`config.mk`:
```
export PLATFORM = sky130hd
export DESIGN_NAME = cceh_queue
export DESIGN_NICKNAME = d
export VERILOG_FILES = /design/src/rtl/core/cceh_pkg.sv /design/src/rtl/core/cceh_queue.sv
export SDC_FILE = /design/constraint.sdc
export NUM_CORES = 1
export LEC_CHECK = 0
export BUFFER_PORTS_ARGS = -buffer_cell sky130_fd_sc_hd__clkbuf_2
export CELL_PAD_IN_SITES_DETAIL_PLACEMENT = 1
export CELL_PAD_IN_SITES_GLOBAL_PLACEMENT = 1
export CORE_MARGIN = 5
export CORE_UTILIZATION = 44
export CTS_CLUSTER_DIAMETER = 80
export DETAILED_ROUTE_END_ITERATION = 16
export HOLD_SLACK_MARGIN = 0.12
export PLACE_DENSITY = 0.9
export SLEW_MARGIN = 20
export SYNTH_ARGS = -nofsm -noshare
export SYNTH_HDL_FRONTEND = slang
export SYNTH_SLANG_ARGS = --single-unit
```
`constraint.sdc`:
```
create_clock -name clk -period 3.8 [get_ports clk]
set_input_delay 0.76 -clock clk [delete_from_list [all_inputs] [get_ports clk]]
set_output_delay 0.76 -clock clk [all_outputs]
set_load 0.1 [all_outputs]
```
`src/rtl/core/cceh_pkg.sv`:
```
// ----------------------------------------------------------------------------
// cceh_pkg
// Shared constants, geometry tables and types of the cell energy histogram.
// ----------------------------------------------------------------------------
package cceh_pkg;

    localparam int NUM_BINS   = 1014;
    localparam int SUM_BITS   = 48;
    localparam int BIN_BITS   = $clog2(NUM_BINS);
    localparam int LAYER_BITS = 3;
    localparam int NUM_LAYERS = 6;
    localparam int POS_BITS   = 18;
    localparam int E_BITS     = 32;
    localparam int CELL_BITS  = 7;
    localparam int ARG_BITS   = 18;
    localparam int RCP_BITS   = 24;
    localparam int RCP_SHIFT  = 32;

    localparam logic [BIN_BITS:0]   NUM_BINS_W = (BIN_BITS + 1)'(NUM_BINS);
    localparam logic [BIN_BITS-1:0] OVF_BASE   = BIN_BITS'(1008);
    localparam logic [SUM_BITS-1:0] SUM_MAX    = '1;

    localparam logic      OP_READ     = 1'b1;
    localparam logic [1:0] VK_GAP      = 2'd1;
    localparam logic [1:0] VK_ABSORBER = 2'd2;

    typedef logic signed [POS_BITS-1:0] pos_t;

    // z layer edges in 1/16 mm, strict less-than
    localparam pos_t Z_EDGE [5] = '{
        -18'sd18400, -18'sd12848, -18'sd12160, -18'sd6160, 18'sd4512
    };

    // window half width in 1/16 mm
    localparam logic signed [POS_BITS:0] HALF16 [NUM_LAYERS] = '{
        19'sd3840, 19'sd3840, 19'sd3840, 19'sd16000, 19'sd16000, 19'sd16000
    };
    localparam logic [CELL_BITS-1:0] CELLS_X [NUM_LAYERS] = '{
        7'd3, 7'd12, 7'd12, 7'd3, 7'd12, 7'd12
    };
    localparam logic [CELL_BITS-1:0] CELLS_Y [NUM_LAYERS] = '{
        7'd96, 7'd12, 7'd6, 7'd96, 7'd12, 7'd6
    };
    localparam logic [BIN_BITS-1:0] LAYER_BASE [NUM_LAYERS] = '{
        10'd0, 10'd288, 10'd432, 10'd504, 10'd792, 10'd936
    };
    // ceil(2^32 / (2 * half width in mm))
    localparam logic [RCP_BITS-1:0] RECIP [NUM_LAYERS] = '{
        24'd8947849, 24'd8947849, 24'd8947849,
        24'd2147484, 24'd2147484, 24'd2147484
    };

    typedef struct packed {
        logic [BIN_BITS-1:0] bin;
        logic                add;
        logic                in_range;
        logic [E_BITS-1:0]   energy;
    } q_entry_t;

    typedef enum logic [1:0] {
        BK_CLEAR,
        BK_IDLE,
        BK_CALC
    } back_state_t;

endpackage

```
`src/rtl/core/cceh_queue.sv`:
```
// ----------------------------------------------------------------------------
// cceh_queue
// Two-entry queue between the classifier and the accumulator.
// ----------------------------------------------------------------------------
module cceh_queue
    import cceh_pkg::*;
(
    input  logic     clk,
    input  logic     rst_n,
    input  logic     push,
    input  q_entry_t push_entry,
    output logic     full,
    input  logic     pop,
    output logic     empty,
    output q_entry_t head
);

    q_entry_t   slot_reg [2];
    logic       wr_ptr_reg, rd_ptr_reg;
    logic [1:0] count_reg;

    assign full  = count_reg == 2'd2;
    assign empty = count_reg == 2'd0;
    assign head  = slot_reg[rd_ptr_reg];

    always_ff @(posedge clk or negedge rst_n)
    begin
        if (!rst_n)
        begin
            wr_ptr_reg <= 1'b0;
            rd_ptr_reg <= 1'b0;
            count_reg  <= 2'd0;
        end
        else
        begin
            if (push)
            begin
                wr_ptr_reg <= !wr_ptr_reg;
            end
            if (pop)
            begin
                rd_ptr_reg <= !rd_ptr_reg;
            end
            if (push && !pop)
            begin
                count_reg <= count_reg + 2'd1;
            end
            else if (pop && !push)
            begin
                count_reg <= count_reg - 2'd1;
            end
        end
    end

    always_ff @(posedge clk)
    begin
        if (push)
        begin
            slot_reg[wr_ptr_reg] <= push_entry;
        end
    end

endmodule

```
# After elaboration in Yosys (flattened, before gate mapping)
# Memory sizes are Yosys's and may differ from the RTL's.
# Cells that the tools add are included.
# Widths: inputs -> output; s select.
op_classes:
  add_sub_neg: 2
  eq_ne: 1
  mux: 4
  n_reduce_logical: 8
ops:
  columns: ["op", "count"]
  rows:
  - ["$logic_not 1->1", 4]
  - ["$mux 2", 2]
  - ["$add 2x1->2 const B", 1]
  - ["$eq 2x2->1 const B", 1]
  - ["$logic_and 1x1->1", 2]
  - ["$logic_not 2->1", 1]
  - ["$mux 1", 2]
  - ["$reduce_bool 2->1", 1]
  - ["$sub 2x1->2 const B", 1]
word_totals:
  ff_bits: 4
  ram_bits: 88
  input_bits: 48
  out_inout_bits: 46
  elab_cells: 19
  n_memories: 1
memory_table:
  columns: ["memory", "depth", "word_bits", "read_ports", "rd_clocked_by_memory_dff", "write_ports", "line", "source"]
  rows:
  - ["slot_reg", 2, 44, 1, 0, 1, "cceh_queue.sv:18", "q_entry_t slot_reg [2];"]

# Logic depth before layout (Yosys ltp)
depth:
  ltp_word: 4
  ltp_mapped: 5
  mapped_depth_nobuf: 5

# Worst setup path before layout
# Ideal clock, no wire load.
synth_path:
  path_type: "input to register"
  from: "input push"
  to: "memory slot_reg[0][0] (netlist bit), enable pin"
  setup_time_ps: 451
  t_arrival_ps: 2720
  required_time_ps: 3349
  setup_slack_ps: 629
  stages: 1
  path_buffers: 0
  cell_sequence: "nor2b_1"
synth_via:
  elab_chain_len: 2
synth_rtl:
  columns: ["element", "line", "source"]
  rows:
  - ["start: declaration", "cceh_queue.sv:10", "input logic push,"]
  - ["$mux 1", "cceh_queue.sv:57", "if (push)"]
  - ["$mux 1 (implied by the code)", "cceh_queue.sv:59", "slot_reg[wr_ptr_reg] <= push_entry;"]
  - ["end: declaration", "cceh_queue.sv:18", null]
# No other way between the ends.

==> reports/metrics.yaml <==
run_status:
  outcome: "finished clean"
worst_setup_path:
  cp.required_ps: 3040
  path_buf_inv: 2
  worstPathCellList: "buf_12 -> mux2_2 -> clkbuf_2"
  cpPeakStageDelay_ps: 730
  crit_type: "reg -> out"
  worst_setup_path_start_kind: "flop"
  r2r_start: "wr_ptr_reg$_DFFE_PN0P_"
  end_kind: "primary output"
  cp_max_fo: 28
  crit_family: "flip-flops"
  path_depth: 3
  ff2ff_path_depth: 2
  crit_start: "rd_ptr_reg$_DFFE_PN0P_"
  cpMaxStageDelayCell: "dfrtp_2"
  arrival_ps: 2140
sta:
  rsz0062_at_grt: "no"
  worst_pin_slew_ps: 1051
  finalMaxSlewViolations: 0
  timing.fmax_mhz: 345.0
  fin_skew_ps: 5.147
  tns_ps: 0
  fin_crit_sh_pct: 76.28
  hold_violations: 0
  finalCriticalPeriod_ps: 2899
  setup_violations: 0
  slew_headroom_pct: 29.92
placed_design:
  gp_congestion: 0.6714
  dp_cells: 346
  io_buffers: 93
  hpwl_um: 4450
yosys:
  syn-cell-area_um2: 3562
  yosys.area.top_type: "edfxtp_1"
  syn_area_per_cell_um2: 23.28
  ys_ff_latch: 92
  ys_async_sr_fraction_pct: 4.348
  synth.top_cells.by_area: "edfxtp_1, mux2_4, dfrtp_1, buf_12, mux2_2"
  seq_area_frac_synth_pct: 76.99
  synth_common_cells: "edfxtp_1, mux2_4, mux2_2"
  synth_edf_count: 88
  synth_top_area_share_pct: 74.18
  syn_inst: 153
  ys_warn_count: 0
  synthFlopType: "edfxtp_1"
  synth_cell_type_count: 13
  synth_nets: 202
  yosys.cell_count.top_type: "edfxtp_1"
route:
  antenna_left: 0
  drt_first_pass_iters: 4
  routedWlPerCell_um: 17.26
  finalWirelength_um: 6247
  via_count: 1672
  drt_iter0_markers: 38
  viasPerCell: 4.619
  drc_errors: 0
floorplanning:
  core-area_um2: 7807
  ios: 94
  std_cell_rows: 32
  die_w_um: 99.98
  dieHeight_um: 99.98
  dieArea_um2: 9995
  start_util_pct: 45.62
global_route:
  grt_pass1_vias: 1895
  grt_first_pass_wirelength_um: 9701
  grt.overflow.total: 0
  grt_max_degree: 45
  antenna_found_initial: 0
  grt_util_all_layers_pct: 13.10
cells_and_area:
  drive_above_1_share_pct: 59.62
  layout.cells.non_filler: 362
  largest_reg_flops: 88
  antennaDiodeCount: 0
  fin_nets: 304
  areaGrowthSynthToFinish_pct: 20.51
cts:
  h-tree-depth: 3
  root_buffer: "clkbuf_8"
  cts_inserted_buffers: 9
  clk_pin_slew_worst_paths_ps: 80
  postCtsHoldBufs: 0
  post_cts_resized: 0
  cts_tree: "done"
  cts.sinks: 92
  clock_path_buffers: 2
  worstSkewPairLatency_ps: 340
  cts_setup_buffers: 0
min_path:
  min_path_type: "in -> async"
run:
  drv_cap: 0
[area by class of cell]
| cell class | instances | area (um2) |
|---|---|---|
| multi-input cells | 55 | 733.2 |
| inverters | 1 | 3.754 |
| fillers | 730 | 3515 |
| repair buffers | 96 | 500.5 |
| clock buffers | 11 | 131.4 |
| well taps | 102 | 127.6 |
| clock inverters | 5 | 52.55 |
| flip-flops and latches | 92 | 2744 |
[kinds of logic (layout without fill, tap and decap cells)]
logic type	count (synthesis)	after routing	synth area share, %
AND/OR/NAND/NOR	5	5	0.7378
flip-flops	92	92	76.99
adder cells (fa/ha/maj)	1	1	0.3512
multiplexers	44	44	18.02
buffers and inverters	6	113	2.669
XOR/XNOR	5	5	1.229
[per-layer routing]
metal	up-vias	global-route usage [%]	part of all wire (%)
met1	812	13.83	38
met5	-	0	0
li1	798	-	-
met4	0	5.907	1.1
met3	7	3.544	6.0
met2	55	24.22	55
[cell usage in the layout (no fill, tap or decap), types with 2 or more instances in the layout]
cell type	instances
clkbuf_2	93
edfxtp_1	88
mux2_4	39
clkbuf_8	9
mux2_2	5
xor2_1	4
dfrtp_1	3
nor2_1	2
clkinv_1	2
clkinvlp_4	2
clkbuf_1	2
buf_4	2
[path summary, 6_finish.rpt]
kind                                             end  slack [ps]
max                                         head[35]         900
min                         count_reg[1]$_DFFE_PN0P_         220
max reg2reg                slot_reg[0][17]$_DFFE_PP_        2010
min reg2reg                 count_reg[1]$_DFFE_PN0P_         520
max in group asynchronous     rd_ptr_reg$_DFFE_PN0P_        3420
min in group clk            count_reg[1]$_DFFE_PN0P_         520
[stage by stage]
step | hold WS [ps] | setup WS [ps] | area, um2 | utilization [%]
global placement | 473.9 | 1264 | 4109 | 52.63
CTS | 196.3 | 836.4 | 4293 | 54.98
detailed placement | 497.1 | 1225 | 4109 | 52.63
global route | 197.9 | 789.6 | 4293 | 54.98
floorplan | 455.5 | 629.0 | 3562 | -
finish | 223.8 | 901.5 | 4293 | 54.98
Power is not shown: default switching activity piles up to over one toggle a cycle in this logic, so the estimate is an artifact.
