--- config.mk ---
export PLATFORM = sky130hd
export DESIGN_NAME = cceh_front
export DESIGN_NICKNAME = d
export VERILOG_FILES = /design/src/rtl/core/cceh_pkg.sv /design/src/rtl/core/cceh_front.sv
export SDC_FILE = /design/constraint.sdc
export NUM_CORES = 1
export LEC_CHECK = 0
export CORE_AREA = 2 2 242 244
export CTS_CLUSTER_SIZE = 12
export DETAILED_ROUTE_END_ITERATION = 10
export DIE_AREA = 0 0 244 246
export DONT_BUFFER_PORTS = 1
export GPL_ROUTABILITY_DRIVEN = 0
export PLACE_DENSITY = 0.68
export SETUP_SLACK_MARGIN = 0.05
export SYNTH_ARGS = -nofsm -noshare
export SYNTH_HDL_FRONTEND = slang
export SYNTH_SLANG_ARGS = --single-unit
--- constraint.sdc ---
create_clock -name clk -period 7 [get_ports clk]
set_input_delay 1.4 -clock clk [delete_from_list [all_inputs] [get_ports clk]]
set_output_delay 1.4 -clock clk [all_outputs]
set_load 0.01 [all_outputs]
--- src/rtl/core/cceh_pkg.sv ---
// ----------------------------------------------------------------------------
// cceh_pkg
// Shared constants, geometry tables and types of the cell energy histogram.
// ----------------------------------------------------------------------------
package cceh_pkg;

    localparam int NUM_BINS   = 1014;
    localparam int SUM_BITS   = 48;
    localparam int BIN_BITS   = $clog2(NUM_BINS);
    localparam int LAYER_BITS = 3;
    localparam int NUM_LAYERS = 6;
    localparam int POS_BITS   = 18;
    localparam int E_BITS     = 32;
    localparam int CELL_BITS  = 7;
    localparam int ARG_BITS   = 18;
    localparam int RCP_BITS   = 24;
    localparam int RCP_SHIFT  = 32;

    localparam logic [BIN_BITS:0]   NUM_BINS_W = (BIN_BITS + 1)'(NUM_BINS);
    localparam logic [BIN_BITS-1:0] OVF_BASE   = BIN_BITS'(1008);
    localparam logic [SUM_BITS-1:0] SUM_MAX    = '1;

    localparam logic      OP_READ     = 1'b1;
    localparam logic [1:0] VK_GAP      = 2'd1;
    localparam logic [1:0] VK_ABSORBER = 2'd2;

    typedef logic signed [POS_BITS-1:0] pos_t;

    // z layer edges in 1/16 mm, strict less-than
    localparam pos_t Z_EDGE [5] = '{
        -18'sd18400, -18'sd12848, -18'sd12160, -18'sd6160, 18'sd4512
    };

    // window half width in 1/16 mm
    localparam logic signed [POS_BITS:0] HALF16 [NUM_LAYERS] = '{
        19'sd3840, 19'sd3840, 19'sd3840, 19'sd16000, 19'sd16000, 19'sd16000
    };
    localparam logic [CELL_BITS-1:0] CELLS_X [NUM_LAYERS] = '{
        7'd3, 7'd12, 7'd12, 7'd3, 7'd12, 7'd12
    };
    localparam logic [CELL_BITS-1:0] CELLS_Y [NUM_LAYERS] = '{
        7'd96, 7'd12, 7'd6, 7'd96, 7'd12, 7'd6
    };
    localparam logic [BIN_BITS-1:0] LAYER_BASE [NUM_LAYERS] = '{
        10'd0, 10'd288, 10'd432, 10'd504, 10'd792, 10'd936
    };
    // ceil(2^32 / (2 * half width in mm))
    localparam logic [RCP_BITS-1:0] RECIP [NUM_LAYERS] = '{
        24'd8947849, 24'd8947849, 24'd8947849,
        24'd2147484, 24'd2147484, 24'd2147484
    };

    typedef struct packed {
        logic [BIN_BITS-1:0] bin;
        logic                add;
        logic                in_range;
        logic [E_BITS-1:0]   energy;
    } q_entry_t;

    typedef enum logic [1:0] {
        BK_CLEAR,
        BK_IDLE,
        BK_CALC
    } back_state_t;

endpackage

--- src/rtl/core/cceh_front.sv ---
// ----------------------------------------------------------------------------
// cceh_front
// Three-stage classifier: depth layer, window check and cell scaling,
// reciprocal multiply, then flat bin index pushed into the queue.
// ----------------------------------------------------------------------------
module cceh_front
    import cceh_pkg::*;
(
    input  logic                clk,
    input  logic                rst_n,
    input  logic                clearing,
    input  logic                in_valid,
    output logic                in_ready,
    input  logic                op,
    input  logic [1:0]          kind,
    input  pos_t                x_pos,
    input  pos_t                y_pos,
    input  pos_t                z_pos,
    input  logic [E_BITS-1:0]   energy,
    input  logic [BIN_BITS-1:0] read_bin,
    output logic                push,
    input  logic                q_full,
    output q_entry_t            push_entry
);

    typedef struct packed {
        logic                  op;
        logic [1:0]            kind;
        logic [E_BITS-1:0]     energy;
        logic [BIN_BITS-1:0]   read_bin;
        logic [LAYER_BITS-1:0] layer;
    } fr_info_t;

    // p strictly inside the window of layer l
    function automatic logic win_inside(pos_t p, logic [LAYER_BITS-1:0] l);
        logic signed [POS_BITS:0] pe;
        pe = (POS_BITS + 1)'(p);
        return (pe > -HALF16[l]) && (pe < HALF16[l]);
    endfunction

    // n * (floor((p + W) / 16) + 1) - 1; cell = this / (2W mm)
    function automatic logic [ARG_BITS-1:0] cell_arg(pos_t p, logic [LAYER_BITS-1:0] l,
                                                     logic [CELL_BITS-1:0] n);
        logic signed [POS_BITS:0] u;
        logic [ARG_BITS-1:0]      t;
        u = (POS_BITS + 1)'(p) + HALF16[l];
        t = ARG_BITS'(u[14:4]) + ARG_BITS'(1);
        return ARG_BITS'(t * ARG_BITS'(n)) - ARG_BITS'(1);
    endfunction

    logic                  advance;
    logic                  accept;
    logic [LAYER_BITS-1:0] layer;

    logic                  s1_valid_reg, s2_valid_reg, s3_valid_reg;
    fr_info_t              s1_info_reg, s2_info_reg, s3_info_reg;
    pos_t                  s1_x_reg, s1_y_reg;
    logic [ARG_BITS-1:0]   s2_ax_reg, s2_ay_reg;
    logic                  s2_inx_reg, s2_iny_reg, s3_inx_reg, s3_iny_reg;
    logic [CELL_BITS-1:0]  s3_cx_reg, s3_cy_reg;
    logic [RCP_BITS+ARG_BITS-1:0] prod_x, prod_y;
    logic [BIN_BITS-1:0]   cell_bin;
    logic [BIN_BITS-1:0]   ovf_bin;

    assign advance  = !s3_valid_reg || !q_full;
    assign in_ready = advance && !clearing;
    assign accept   = in_valid && in_ready;
    assign push     = s3_valid_reg && !q_full;

    always_comb
    begin
        layer = LAYER_BITS'(5);
        for (int k = 4; k >= 0; k--)
        begin
            if (z_pos < Z_EDGE[k])
            begin
                layer = LAYER_BITS'(k);
            end
        end
    end

    assign prod_x = (RCP_BITS + ARG_BITS)'(s2_ax_reg) *
                    (RCP_BITS + ARG_BITS)'(RECIP[s2_info_reg.layer]);
    assign prod_y = (RCP_BITS + ARG_BITS)'(s2_ay_reg) *
                    (RCP_BITS + ARG_BITS)'(RECIP[s2_info_reg.layer]);

    always_ff @(posedge clk or negedge rst_n)
    begin
        if (!rst_n)
        begin
            s1_valid_reg <= 1'b0;
            s2_valid_reg <= 1'b0;
            s3_valid_reg <= 1'b0;
        end
        else if (advance)
        begin
            s1_valid_reg <= accept;
            s2_valid_reg <= s1_valid_reg;
            s3_valid_reg <= s2_valid_reg;
        end
    end

    always_ff @(posedge clk)
    begin
        if (advance)
        begin
            s1_info_reg <= '{op: op, kind: kind, energy: energy,
                             read_bin: read_bin, layer: layer};
            s1_x_reg    <= x_pos;
            s1_y_reg    <= y_pos;

            s2_info_reg <= s1_info_reg;
            s2_inx_reg  <= win_inside(s1_x_reg, s1_info_reg.layer);
            s2_iny_reg  <= win_inside(s1_y_reg, s1_info_reg.layer);
            s2_ax_reg   <= cell_arg(s1_x_reg, s1_info_reg.layer, CELLS_X[s1_info_reg.layer]);
            s2_ay_reg   <= cell_arg(s1_y_reg, s1_info_reg.layer, CELLS_Y[s1_info_reg.layer]);

            s3_info_reg <= s2_info_reg;
            s3_inx_reg  <= s2_inx_reg;
            s3_iny_reg  <= s2_iny_reg;
            s3_cx_reg   <= prod_x[RCP_SHIFT +: CELL_BITS];
            s3_cy_reg   <= prod_y[RCP_SHIFT +: CELL_BITS];
        end
    end

    always_comb
    begin
        cell_bin = BIN_BITS'(14'(s3_cx_reg) * 14'(CELLS_Y[s3_info_reg.layer]))
                 + BIN_BITS'(s3_cy_reg) + LAYER_BASE[s3_info_reg.layer];
        ovf_bin  = OVF_BASE + BIN_BITS'(s3_info_reg.layer);
        push_entry.energy = s3_info_reg.energy;
        if (s3_info_reg.op == OP_READ)
        begin
            push_entry.bin      = s3_info_reg.read_bin;
            push_entry.add      = 1'b0;
            push_entry.in_range = {1'b0, s3_info_reg.read_bin} < NUM_BINS_W;
        end
        else
        begin
            // absorber always lands in the layer overflow bin
            if (s3_info_reg.kind == VK_ABSORBER || !s3_inx_reg || !s3_iny_reg)
            begin
                push_entry.bin = ovf_bin;
            end
            else
            begin
                push_entry.bin = cell_bin;
            end
            push_entry.add      = (s3_info_reg.kind == VK_GAP) ||
                                  (s3_info_reg.kind == VK_ABSORBER);
            push_entry.in_range = 1'b1;
        end
    end

endmodule

# After elaboration in Yosys (flattened, before gate mapping)
# Memories as Yosys holds them, arrays and structs flattened.
# Index checks and enable logic that the tools add are counted.
dict set report totals {
  register_bits 237
  mem_bits_ro 592
  in_bits 104
  out_inout_bits 46
  elab_cells 103
  memories 6
}
# memory words width rd rd_ports_with_merged_regs wr line_no
set memory_table {}
lappend memory_table {{(no name shown)} 8 24 1 0 0 cceh_front.sv:85} ;# (RCP_BITS + ARG_BITS)'(RECIP[s2_info_reg.layer]);
lappend memory_table {{(no name shown)} 8 19 1 0 0 cceh_front.sv:46} ;# u = (POS_BITS + 1)'(p) + HALF16[l];
lappend memory_table {{(no name shown)} 8 10 1 0 0 cceh_front.sv:129} ;# + BIN_BITS'(s3_cy_reg) + LAYER_BASE[s3_info_reg.layer];
lappend memory_table {{(no name shown)} 8 7 1 0 0 cceh_front.sv:116} ;# s2_ay_reg <= cell_arg(s1_y_reg, s1_info_reg.layer, CELLS_Y[s1_info_reg.layer]);
lappend memory_table {{(no name shown)} 8 7 1 0 0 cceh_front.sv:128} ;# cell_bin = BIN_BITS'(14'(s3_cx_reg) * 14'(CELLS_Y[s3_info_reg.layer]))
lappend memory_table {{(no name shown)} 8 7 1 0 0 cceh_front.sv:115} ;# s2_ax_reg <= cell_arg(s1_x_reg, s1_info_reg.layer, CELLS_X[s1_info_reg.layer]);
dict set report classes {
  addsub 10
  multipliers 5
  magnitude_cmp 13
  eq_ne 2
  muxes 18
  bitwise_logic 3
  n_reduce_logical 16
}
# op count
set op_table {}
lappend op_table {{18-bit by 24-bit multiplier with 39-bit output} 2}
lappend op_table {{24-bit 2-to-1 mux} 2}
lappend op_table {{7-bit 2-to-1 mux} 6}
lappend op_table {{18-bit by 19-bit greater-than comparator with 1-bit output} 2}
lappend op_table {{18-bit by 19-bit less-than comparator with 1-bit output} 2}
lappend op_table {{19-bit 2-to-1 mux} 2}
lappend op_table {{18-bit by 14-bit less-than comparator with 1-bit output (second input constant)} 2}
lappend op_table {{18-bit by 15-bit less-than comparator with 1-bit output (second input constant)} 2}
lappend op_table {{12-bit by 7-bit multiplier with 18-bit output} 2}
lappend op_table {{18-bit by 1-bit subtractor with 18-bit output (second input constant)} 2}
lappend op_table {{15-bit adder} 2}
lappend op_table {{10-bit 2-to-1 mux} 3}
lappend op_table {{11-bit by 1-bit adder with 12-bit output (second input constant)} 2}
lappend op_table {{19-bit negation} 1}
lappend op_table {{18-bit by 16-bit less-than comparator with 1-bit output (second input constant)} 1}
lappend op_table {{4-bit greater-or-equal comparator (second input constant)} 3}
lappend op_table {{12-bit 2-to-1 mux} 1}
lappend op_table {{3-bit inverter with 4-bit output} 3}
lappend op_table {{10-bit adder} 1}
lappend op_table {{10-bit by 7-bit adder with 10-bit output} 1}
lappend op_table {{10-bit less-than comparator (second input constant)} 1}
lappend op_table {{7-bit by 7-bit multiplier with 10-bit output} 1}
lappend op_table {{5-bit by 4-bit adder with 6-bit output (first input constant)} 1}
lappend op_table {{1-bit logical AND} 5}
lappend op_table {{8 further kinds} 17}

# Depth between registers and ports, before layout
# Gate-level depths: netlist of the first run.
dict set report logic_depth {
  word_depth 9
  ltp_mapped 26
}

# Worst setup path before layout of the first run
# No wires, ideal clock.
dict set report synth_timing {
  path_type {input -> register}
  from {input port q_full}
  to {register s2_valid_reg}
  arrival_ns 7.156
  path_slack_ns -0.248
  cell_stages 2
  path_buffers 0
  cell_sequence {nand2_1 -> mux2_2}
}
dict set report synth_between {
  elab_chain_cells 2
}
# item line_no
set synth_rtl {}
lappend synth_rtl {{start, declared} cceh_front.sv:22} ;# input logic q_full,
lappend synth_rtl {{1-bit zero test} cceh_front.sv:65} ;# assign advance = !s3_valid_reg || !q_full;
lappend synth_rtl {{1-bit logical OR} cceh_front.sv:65}
lappend synth_rtl {{end signal, assigned} cceh_front.sv:98} ;# s2_valid_reg <= s1_valid_reg;
lappend synth_rtl {{end, declared} cceh_front.sv:55} ;# logic s1_valid_reg, s2_valid_reg, s3_valid_reg;
# Every way passes these cells.
# A chain may end at the register's enable or synchronous reset.

# Worst setup path after layout of the first run
dict set report layout_timing {
  from {register s1_info_reg[0] in the netlist's numbering}
  to {register s2_ay_reg[17] (data pin)}
}
dict set report layout_between {
  elab_chain_cells 8
}
# item line_no
set layout_rtl {}
lappend layout_rtl {{start, declared} cceh_front.sv:56} ;# fr_info_t s1_info_reg, s2_info_reg, s3_info_reg;
lappend layout_rtl {{start signal, assigned} cceh_front.sv:107} ;# s1_info_reg <= '{op: op, kind: kind, energy: energy,
lappend layout_rtl {{3-bit inverter with 4-bit output (not written as such) *} {cceh_front.sv:46, cceh_front.sv:116}}
lappend layout_rtl {{memory read 8 x 19 bit} --}
lappend layout_rtl {{19-bit 2-to-1 mux (not written as such) (2 in a row)} cceh_front.sv:46}
lappend layout_rtl {{15-bit adder} cceh_front.sv:46}
lappend layout_rtl {{11-bit by 1-bit adder with 12-bit output} cceh_front.sv:47} ;# t = ARG_BITS'(u[14:4]) + ARG_BITS'(1);
lappend layout_rtl {{12-bit by 7-bit multiplier with 18-bit output *} cceh_front.sv:48} ;# return ARG_BITS'(t * ARG_BITS'(n)) - ARG_BITS'(1);
lappend layout_rtl {{18-bit by 1-bit subtractor with 18-bit output *} cceh_front.sv:48}
lappend layout_rtl {{end signal, assigned} cceh_front.sv:116}
lappend layout_rtl {{end, declared} cceh_front.sv:58} ;# logic [ARG_BITS-1:0] s2_ax_reg, s2_ay_reg;
# Mark *: on every way between the ends. The rest lies on a longest branch, timed or not. The select of a mux whose other input is x is not followed.

==> metrics.yaml, run 1 <==
cts:
  cts_made_buffers: 28
  postCtsHoldBufs: 0
  cts.clk_slew.worst_paths_ns: 0.06
  tritoncts: "built"
  h-tree-depth: 1
  cts_root_buffer: "clkbuf_16"
  clockBufferDepth: 3
  clock_latency_ns: 0.59
  cts_sinks: 236
setup_path:
  path_delay_family: "adder cells"
  reg2reg_from: "s1_info_reg[0]$_SDFFCE_PP0N_"
  slowest_delay_ns: 0.57
  crit_type: "reg2reg"
  critical_path.cell_chain: "ha_1 > or2_2 > ha_1 > fa_1 > or4_1 > a21oi_2 > xnor2_2 > inv_1 > nor3_1 > xnor2_1 > nor2_1 > ha_1 > fa_1 > fa_1 > inv_1 > fa_1 > inv_1 > ha_1 > o21ai_0 > nand3b_1 > a41oi_2 > o31ai_1 > a21oi_1 > xnor2_1"
  crit_arrival_ns: 6.99
  reg2reg_to: "s2_ay_reg[17]$_DFFE_PN_"
  required_ns: 7.31
  rrSetupSlack_ns: 0.32
  path_buf_inv: 3
  crit_path_end_kind: "flop"
  cp_max_fo: 5
  cp-start-kind: "flop"
  slowest_stage: "or4_1"
  ff2ff_path_depth: 24
synthesis:
  avgSynthCellArea_um2: 10.7
  synth_edf_count: 233
  synth.cell_area_um2: 28400
  ys_types: 74
  yosysSeqAreaShare: 0.249
  synth_fp_nets: 3633
  synth-main-ff-cell: "edfxtp_1"
  async_flop_share: 0.0127
  syn_inst: 2650
  ys_warn_count: 0
  ys_ff_latch: 236
min_path:
  hold_class: "reg2reg"
  hold_depth: 0
  min_to: "s2_info_reg[27]$_DFFE_PN_"
  hp-start: "s1_info_reg[27]$_DFFE_PN_"
die:
  core_area_um2: 57400
  die_area_um2: 60000
  start_util: 0.495
  die_y_um: 246
  io_pins: 150
  die_w_um: 244
  row_count: 88
cells_and_area:
  drive_gt1_frac: 0.0397
  syn2layout_area_growth_pct: 6.66
  final_common_cell: "inv_1"
  register_area_um2: 7070
  stdcell_count: 3436
  fin_nets: 3633
  fin_area_um2: 30300
  multi_input_area_um2: 18300
  n_antenna_cell: 0
  layout_common_cells: "inv_1 (726), ha_1 (527), fa_1 (352)"
  nFillCells: 4886
place:
  place_area_um2: 29200
  io_buffers: 0
  dp.cells: 3384
  hpwlAfterDp_um: 48200
sta:
  fin_crit_sh: 0.955
  layout_min_cycle_time_ns: 6.68
  setup_violations: 0
  tns_ns: 0
  hold_violations: 0
  max_slew.worst_pin.slew_ns: 1.06
  max-slew-margin-rel: 0.274
  final_max_slew_viol_count: 0
  fin_worst_skew_ns: 0.0341
  rsz0062_at_grt: "yes"
  fmaxAchievable_mhz: 150
global_routing:
  globalRouteTotalUtil: 0.192
  grt_overflow: 0
  antenna_found_initial: 0
  grt_pass1_vias: 18800
  grt_max_degree: 135
  grt_pass1_wl_um: 93100
routing:
  dr_total_vias: 17400
  vias_per_cell: 5.07
  wl_um: 56000
  wl_per_cell_um: 16.3
  drc: 0
  ant_nets: 0
  drt_first_iter_violations: 766
  drtPass1Iterations: 5
run_status:
  status: "finished clean"
run:
  drv_cap: 0
worst reg2reg max path: stages (launching register included):
cell      delay (ns)
edfxtp_1        0.45
ha_1            0.22
or2_2           0.28
ha_1            0.23
fa_1            0.46
or4_1           0.57
a21oi_2         0.20
xnor2_2         0.17
inv_1           0.07
nor3_1          0.24
xnor2_1         0.23
nor2_1          0.12
ha_1            0.35
fa_1            0.51
fa_1            0.49
inv_1           0.05
fa_1            0.52
inv_1           0.04
ha_1            0.36
o21ai_0         0.13
nand3b_1        0.12
a41oi_2         0.23
o31ai_1         0.11
a21oi_1         0.18
xnor2_1         0.08
layer usage:
metal | share of wire | track usage
met1 | 0.44 | 0.249
met2 | 0.48 | 0.337
met3 | 0.054 | 0.0322
met4 | 0.021 | 0.0429
met5 | 0 | 0
timing repair:
item                                    CTS  global route
setup buffers                             0             1
resized for setup                         0            13
endpoints found under the hold margin     0             0
endpoints found under the setup margin    0             9
kinds of logic after synthesis:
logic type | count (synthesis) | synth area share
mux | 8 | 0.00291
simple gates | 422 | 0.0771
fa+ha+maj | 879 | 0.481
flops | 236 | 0.249
buf+inv | 780 | 0.107
xor+xnor | 94 | 0.0290
compound gates | 231 | 0.0540
Yosys cell counts (10+ instances only):
| library cell | count | area (µm²) |
|---|---|---|
| fa_1 | 352 | 7050 |
| nand2_1 | 83 | 312 |
| xnor2_1 | 70 | 613 |
| nor3_1 | 19 | 95.1 |
| nor2b_1 | 30 | 188 |
| inv_1 | 726 | 2730 |
| clkbuf_1 | 22 | 82.6 |
| edfxtp_1 | 233 | 7000 |
| ha_1 | 527 | 6590 |
| a21oi_1 | 73 | 365 |
| and2_1 | 63 | 394 |
| nand2b_1 | 20 | 125 |
| o21bai_1 | 10 | 75.1 |
| a211oi_1 | 12 | 90.1 |
| buf_4 | 32 | 240 |
| nor2_1 | 108 | 405 |
| xor2_1 | 24 | 210 |
| o21ai_0 | 37 | 185 |
| nand3_1 | 27 | 135 |
| nand4_1 | 19 | 119 |
| a21o_1 | 21 | 158 |
final cells by class:
cell class | instances | share of cell area
sequential | 236 | 0.234
clock inverter | 14 | 0.00682
tap | 765 | 0.0316
multi-input combinational | 1634 | 0.606
inverter | 726 | 0.0900
clock buffer | 37 | 0.0252
timing repair buffer | 24 | 0.00678
per-stage QoR:
step | worst slack, ns | hold slack (ns) | util
2_1_floorplan | 0.506 | 0.400 | -
3_3_place_gp | 0.383 | 0.401 | 0.510
3_5_place_dp | 0.274 | 0.405 | 0.510
4_1_cts | 0.139 | 0.392 | 0.527
5_1_grt | 0.00667 | 0.410 | 0.528
6_report | 0.318 | 0.398 | 0.528
how the worst max path moves through the flow:
stage | startpoint | to | slack [ns] | cells after the start
6_report | s1_info_reg[0]$_SDFFCE_PP0N_ | s2_ay_reg[17]$_DFFE_PN_ | 0.32 | 24
5_1_grt | s1_info_reg[0]$_SDFFCE_PP0N_ | s2_ay_reg[17]$_DFFE_PN_ | 0.007 | 24
4_1_cts | s3_info_reg[0]$_DFFE_PN_ | push_entry[43] | 0.14 | 19
3_5_place_dp | s1_info_reg[0]$_SDFFCE_PP0N_ | s2_ay_reg[17]$_DFFE_PN_ | 0.27 | 23
3_3_place_gp | s1_info_reg[0]$_SDFFCE_PP0N_ | s2_ay_reg[17]$_DFFE_PN_ | 0.38 | 23
2_1_floorplan | s2_info_reg[1]$_DFFE_PN_ | s3_cx_reg[5]$_DFFE_PN_ | 0.51 | 24
Power of run 1 is left out: the tool's default activity adds up to more than one toggle a clock period on the data nets, which glitch-free logic cannot reach.
==> inputs of run 2 (changes only) <==
CTS_BUF_LIST = sky130_fd_sc_hd__clkbuf_8   (was unset)
==> metrics.yaml, run 2 (synthesis gave the netlist of run 1 again) <==
cells_and_area:
  layout_common_cells: "inv_1 (734), ha_1 (527), fa_1 (352)"
  final_common_cell: "inv_1"
  finalCoreUtilization: 0.529  # +0.00107
  register_area_um2: 7070  # unchanged
  fin_area_um2: 30300  # +0.20%
  drive_gt1_frac: 0.0474  # +0.00774
  nFillCells: 4867  # -0.39%
  n_antenna_cell: 0  # unchanged
  syn2layout_area_growth_pct: 6.88
  fin_nets: 3648  # +0.41%
  multi_input_area_um2: 18300  # about the same
routing:
  wl_um: 56100  # +0.33%
  drtPass1Iterations: 8  # +3
  dr_total_vias: 17600  # +0.73%
  vias_per_cell: 5.07  # about the same
  drc: 0  # unchanged
  wl_per_cell_um: 16.2  # -0.48%
  drt_first_iter_violations: 751  # -2.0%
  ant_nets: 0  # unchanged
sta:
  fin_worst_skew_ns: 0.0382  # +0.00417 ns
  max-slew-margin-rel: 0.265  # -0.00856
  layout_min_cycle_time_ns: 6.66  # -0.0223 ns
  hold_violations: 0  # unchanged
  rsz0062_at_grt: "no"
  fmaxAchievable_mhz: 150  # +0.34%
  max_slew.worst_pin.slew_ns: 1.07  # +0.0125 ns
  tns_ns: 0  # unchanged
  fin_crit_sh: 0.951  # -0.00319
  setup_violations: 0  # unchanged
  final_max_slew_viol_count: 0  # unchanged
global_routing:
  use_met1: 0.249  # about the same
  grt_pass1_wl_um: 93600  # +0.45%
  globalRouteTotalUtil: 0.194  # +0.00170
  grt_pass1_vias: 18900  # +0.66%
  grt_max_degree: 135  # unchanged
  top_usage_layer: "met2"
  grt_overflow: 0  # unchanged
  antenna_found_initial: 0  # unchanged
  grt_util_met3: 0.0370  # +0.00479
  grt_util_met2: 0.338  # +0.000919
setup_path:
  crit_path_end: "s2_ay_reg[17]$_DFFE_PN_"
  slowest_delay_ns: 0.57  # about the same
  reg2reg_from: "s1_info_reg[1]$_SDFFCE_PP0N_"
  reg2reg_to: "s2_ay_reg[17]$_DFFE_PN_"
  crit_start: "s1_info_reg[1]$_SDFFCE_PP0N_"
  crit_path_end_kind: "flop"
  cp-start-kind: "flop"
  slowest_stage: "or4_1"
  ff2ff_path_depth: 24  # unchanged
  cp_max_fo: 5  # unchanged
  critical_path.cell_chain: "ha_1 > or2_2 > ha_1 > fa_1 > or4_1 > a21oi_2 > xnor2_2 > inv_1 > nor3_1 > xnor2_1 > nor2_1 > ha_1 > fa_1 > fa_1 > inv_1 > fa_1 > inv_1 > ha_1 > o21ai_0 > nand3b_1 > a41oi_2 > o31ai_1 > a21oi_1 > xnor2_1"
  required_ns: 7.35  # +0.04 ns
  crit_type: "reg2reg"
  rrSetupSlack_ns: 0.34  # +0.02 ns
  crit_arrival_ns: 7.01  # +0.02 ns
cts:
  cts_made_buffers: 42  # +50%
  tritoncts: "built"
  clockBufferDepth: 3  # unchanged
  cts.clk_slew.worst_paths_ns: 0.06  # about the same
  clock_latency_ns: 0.62  # +0.03 ns
  h-tree-depth: 2  # +1
  cts_root_buffer: "clkbuf_8"
  cts_sinks: 236  # unchanged
die:
  die_y_um: 246  # unchanged
  io_pins: 150  # unchanged
  die_area_um2: 60000  # unchanged
  core_area_um2: 57400  # unchanged
  die_w_um: 244  # unchanged
  start_util: 0.495  # unchanged
  row_count: 88  # unchanged
min_path:
  hold_class: "reg2reg"
run:
  drv_cap: 0  # unchanged
run_status:
  status: "finished clean"
place:
  hpwlAfterDp_um: 48200  # unchanged
  place_area_um2: 29200  # unchanged
  io_buffers: 0  # unchanged
==> run 2: changes by cell type in the layout (fill, tap and decap cells not counted), moves of 3 or more <==
cell and change:
clkbuf_16 -28, clkbuf_8 +41, clkinv_2 +3, inv_1 +8
clkbuf_1 -6, clkinv_1 +3, bufinv_16 +5
==> run 2: metrics by stage <==
stage	cells	worst slack, ns	hold WS [ns]
floorplan	2650	0.506	0.400
global placement	3384	0.383	0.401
detailed placement	3384	0.274	0.405
CTS	3462	0.0955	0.405
global route	3464	0.0277	0.408
finish	3464	0.340	0.401
==> run 2: worst min-delay path by stage <==
stage / start / to / slack (ns) / depth (start not counted)
after CTS: rst_n / s3_valid_reg$_DFFE_PN0N_ / 0.41 / 0
after floorplan: s2_info_reg[13]$_DFFE_PN_ / push_entry[0]$_DFFE_PN_ / 0.40 / 0
final: s2_info_reg[30]$_DFFE_PN_ / push_entry[17]$_DFFE_PN_ / 0.40 / 0
after global placement: s2_info_reg[6]$_DFFE_PN_ / s3_info_reg[6]$_DFFE_PN_ / 0.40 / 0
after detailed placement: s2_info_reg[31]$_DFFE_PN_ / push_entry[18]$_DFFE_PN_ / 0.40 / 0
after global routing: rst_n / s2_valid_reg$_DFFE_PN0N_ / 0.41 / 0
==> run 2: cell type report <==
cell class | instances | share of cell area
inverter | 726 | 0.0898
multi-input combinational | 1634 | 0.605
clock buffer | 44 | 0.0200
clock inverter | 34 | 0.0140
sequential | 236 | 0.233
tap | 765 | 0.0315
timing repair buffer | 25 | 0.00701
==> run 2: repair_timing <==
action                                  CTS  global route
setup buffers                             0             2
endpoints found under the setup margin    0             9
gates resized for setup                   0            13
hold buffers                              0             0
endpoints found under the hold margin     0             0
==> run 2: worst max-delay path, delay by kind of cell, from the launching register on <==
family	cells	cell delay (ns)
fa+ha+maj	8	3.13
simple gates	5	1.33
compound gates	5	0.85
xor+xnor	3	0.48
flops	1	0.44
buf+inv	3	0.16
==> run 2: layer usage <==
metal | wire, µm | vias up
li1 | - | 8534
met5 | 0 | -
met2 | 27100 | 407
met3 | 3300 | 83
met4 | 1210 | 0
met1 | 24500 | 8528
Power of run 2 is left out for the same reason.
==> inputs of run 3 (changes only) <==
PLACE_DENSITY = unset   (was 0.68)
==> metrics.yaml, run 3 (synthesis gave the netlist of run 1 again) <==
cells_and_area:
  drive_gt1_frac: 0.0542  # +0.00680
  nFillCells: 5045  # +3.7%
  fin_nets: 3660  # +0.33%
  register_area_um2: 7070  # unchanged
  multi_input_area_um2: 18400  # +0.15%
  layout_common_cells: "inv_1 (731), ha_1 (527), fa_1 (352)"
  syn2layout_area_growth_pct: 6.72
  stdcell_count: 3477  # +0.38%
  final_common_cell: "inv_1"
global_routing:
  grt_overflow: 0  # unchanged
  globalRouteTotalUtil: 0.197  # +0.00331
  top_usage_layer: "met2"
  grt_util_met2: 0.333  # -0.00468
  use_met1: 0.261  # +0.0123
  grt_pass1_wl_um: 94200  # +0.66%
  antenna_found_initial: 3  # +3
  grt_util_met3: 0.0399  # +0.00283
  grt_max_degree: 95  # -30%
  grt_pass1_vias: 18700  # -1.1%
die:
  core_area_um2: 57400  # unchanged
  start_util: 0.495  # unchanged
  io_pins: 150  # unchanged
  row_count: 88  # unchanged
  die_y_um: 246  # unchanged
  die_w_um: 244  # unchanged
  die_area_um2: 60000  # unchanged
cts:
  tritoncts: "built"
  clock_latency_ns: 0.64  # +0.02 ns
  postCtsHoldBufs: 0  # unchanged
  cts_root_buffer: "clkbuf_8"
  cts.clk_slew.worst_paths_ns: 0.07  # about the same
  h-tree-depth: 2  # unchanged
  postCtsSetupBuffers: 0  # unchanged
  cts_sinks: 236  # unchanged
  ctsResizeCount: 0  # unchanged
  cts_made_buffers: 43  # +2.4%
  clockBufferDepth: 3  # unchanged
setup_path:
  reg2reg_to: "s3_cx_reg[5]$_DFFE_PN_"
  crit_path_end_kind: "flop"
  reg2reg_from: "s2_info_reg[2]$_DFFE_PN_"
  cp_max_fo: 18  # +13
  ff2ff_path_depth: 20  # -17%
  required_ns: 7.38  # +0.03 ns
  rrSetupSlack_ns: 0.33  # about the same
  crit_arrival_ns: 7.05  # +0.04 ns
  crit_type: "reg2reg"
  cp-start-kind: "flop"
sta:
  fin_hold_ws_ns: 0.379  # -0.0217 ns
  fmaxAchievable_mhz: 150  # -0.20%
  final_max_slew_viol_count: 0  # unchanged
  max-slew-margin-rel: 0.286  # +0.0206
  hold_violations: 0  # unchanged
  max_slew.worst_pin.slew_ns: 1.04  # -0.0301 ns
  layout_min_cycle_time_ns: 6.67  # +0.0132 ns
  rsz0062_at_grt: "yes"
  fin_ws_ns: 0.327  # -0.0132 ns
  fin_crit_sh: 0.953  # +0.00189
  tns_ns: 0  # unchanged
  fin_worst_skew_ns: 0.0510  # +0.0128 ns
  setup_violations: 0  # unchanged
routing:
  dr_total_vias: 17400  # -0.83%
  wl_per_cell_um: 16.4  # +1.4%
  ant_nets: 0  # unchanged
  drc: 0  # unchanged
  vias_per_cell: 5.01  # -1.2%
  wl_um: 57100  # +1.8%
  drtPass1Iterations: 7  # -1
  drt_first_iter_violations: 689  # -8.3%
min_path:
  hold_depth: 0  # unchanged
  min_to: "push_entry[25]$_DFFE_PN_"
  hold_class: "reg2reg"
  hp-start: "s2_info_reg[38]$_DFFE_PN_"
place:
  io_buffers: 0  # unchanged
  pre_cts_slack_ns: 0.185  # -0.0897 ns
  dp.cells: 3397  # +0.38%
  hpwlAfterDp_um: 49700  # +3.2%
run_status:
  status: "finished clean"
run:
  drv_cap: 0  # unchanged
run 3: per-layer routing:
| layer | share of wire | up-vias | wire length, µm |
|---|---|---|---|
| met5 | 0.00032 | - | 18 |
| met4 | 0.020 | 2 | 1140 |
| met3 | 0.052 | 72 | 2990 |
| met2 | 0.47 | 333 | 27100 |
| met1 | 0.45 | 8447 | 25900 |
| li1 | - | 8552 | - |
run 3: critical path, stage by stage, from the launching register on:
cell,delay (ns)
edfxtp_1,0.51
a21o_2,0.30
inv_1,0.18
buf_4,0.26
nand2_1,0.12
inv_1,0.20
ha_1,0.19
inv_1,0.05
fa_1,0.54
inv_1,0.05
fa_1,0.47
fa_1,0.54
fa_1,0.53
fa_1,0.49
ha_1,0.38
a21oi_1,0.34
o21ai_0,0.17
a32oi_1,0.30
nand4b_2,0.21
a311o_1,0.42
xor2_1,0.15
run 3: per-stage QoR:
stage	utilization	cell area, µm²
finish	0.528	30300
global route	0.528	30300
CTS	0.527	30200
detailed placement	0.511	29300
global placement	0.511	29300
floorplan	-	28400
run 3: layout make-up:
class / instances / area share
multi-input cells: 1634 / 0.606
flip-flops and latches: 236 / 0.233
inverters: 726 / 0.0900
well taps: 765 / 0.0316
clock buffers: 43 / 0.0195
clock inverters: 36 / 0.0101
repair buffers: 36 / 0.00892
diodes: 1 / 0.0000826
run 3: worst max-delay path by stage:
stage / start / end / slack (ns) / cells past startpoint
floorplan: s2_info_reg[1]$_DFFE_PN_ / s3_cx_reg[5]$_DFFE_PN_ / 0.51 / 24
global placement: s1_info_reg[0]$_SDFFCE_PP0N_ / s2_ay_reg[17]$_DFFE_PN_ / 0.25 / 23
detailed placement: s1_info_reg[0]$_SDFFCE_PP0N_ / s2_ay_reg[17]$_DFFE_PN_ / 0.18 / 23
CTS: s3_info_reg[0]$_DFFE_PN_ / push_entry[43] / 0.08 / 19
global route: s3_info_reg[0]$_DFFE_PN_ / push_entry[43] / -0.03 / 19
finish: s2_info_reg[2]$_DFFE_PN_ / s3_cx_reg[5]$_DFFE_PN_ / 0.33 / 20
Power of run 3 is left out for the same reason.
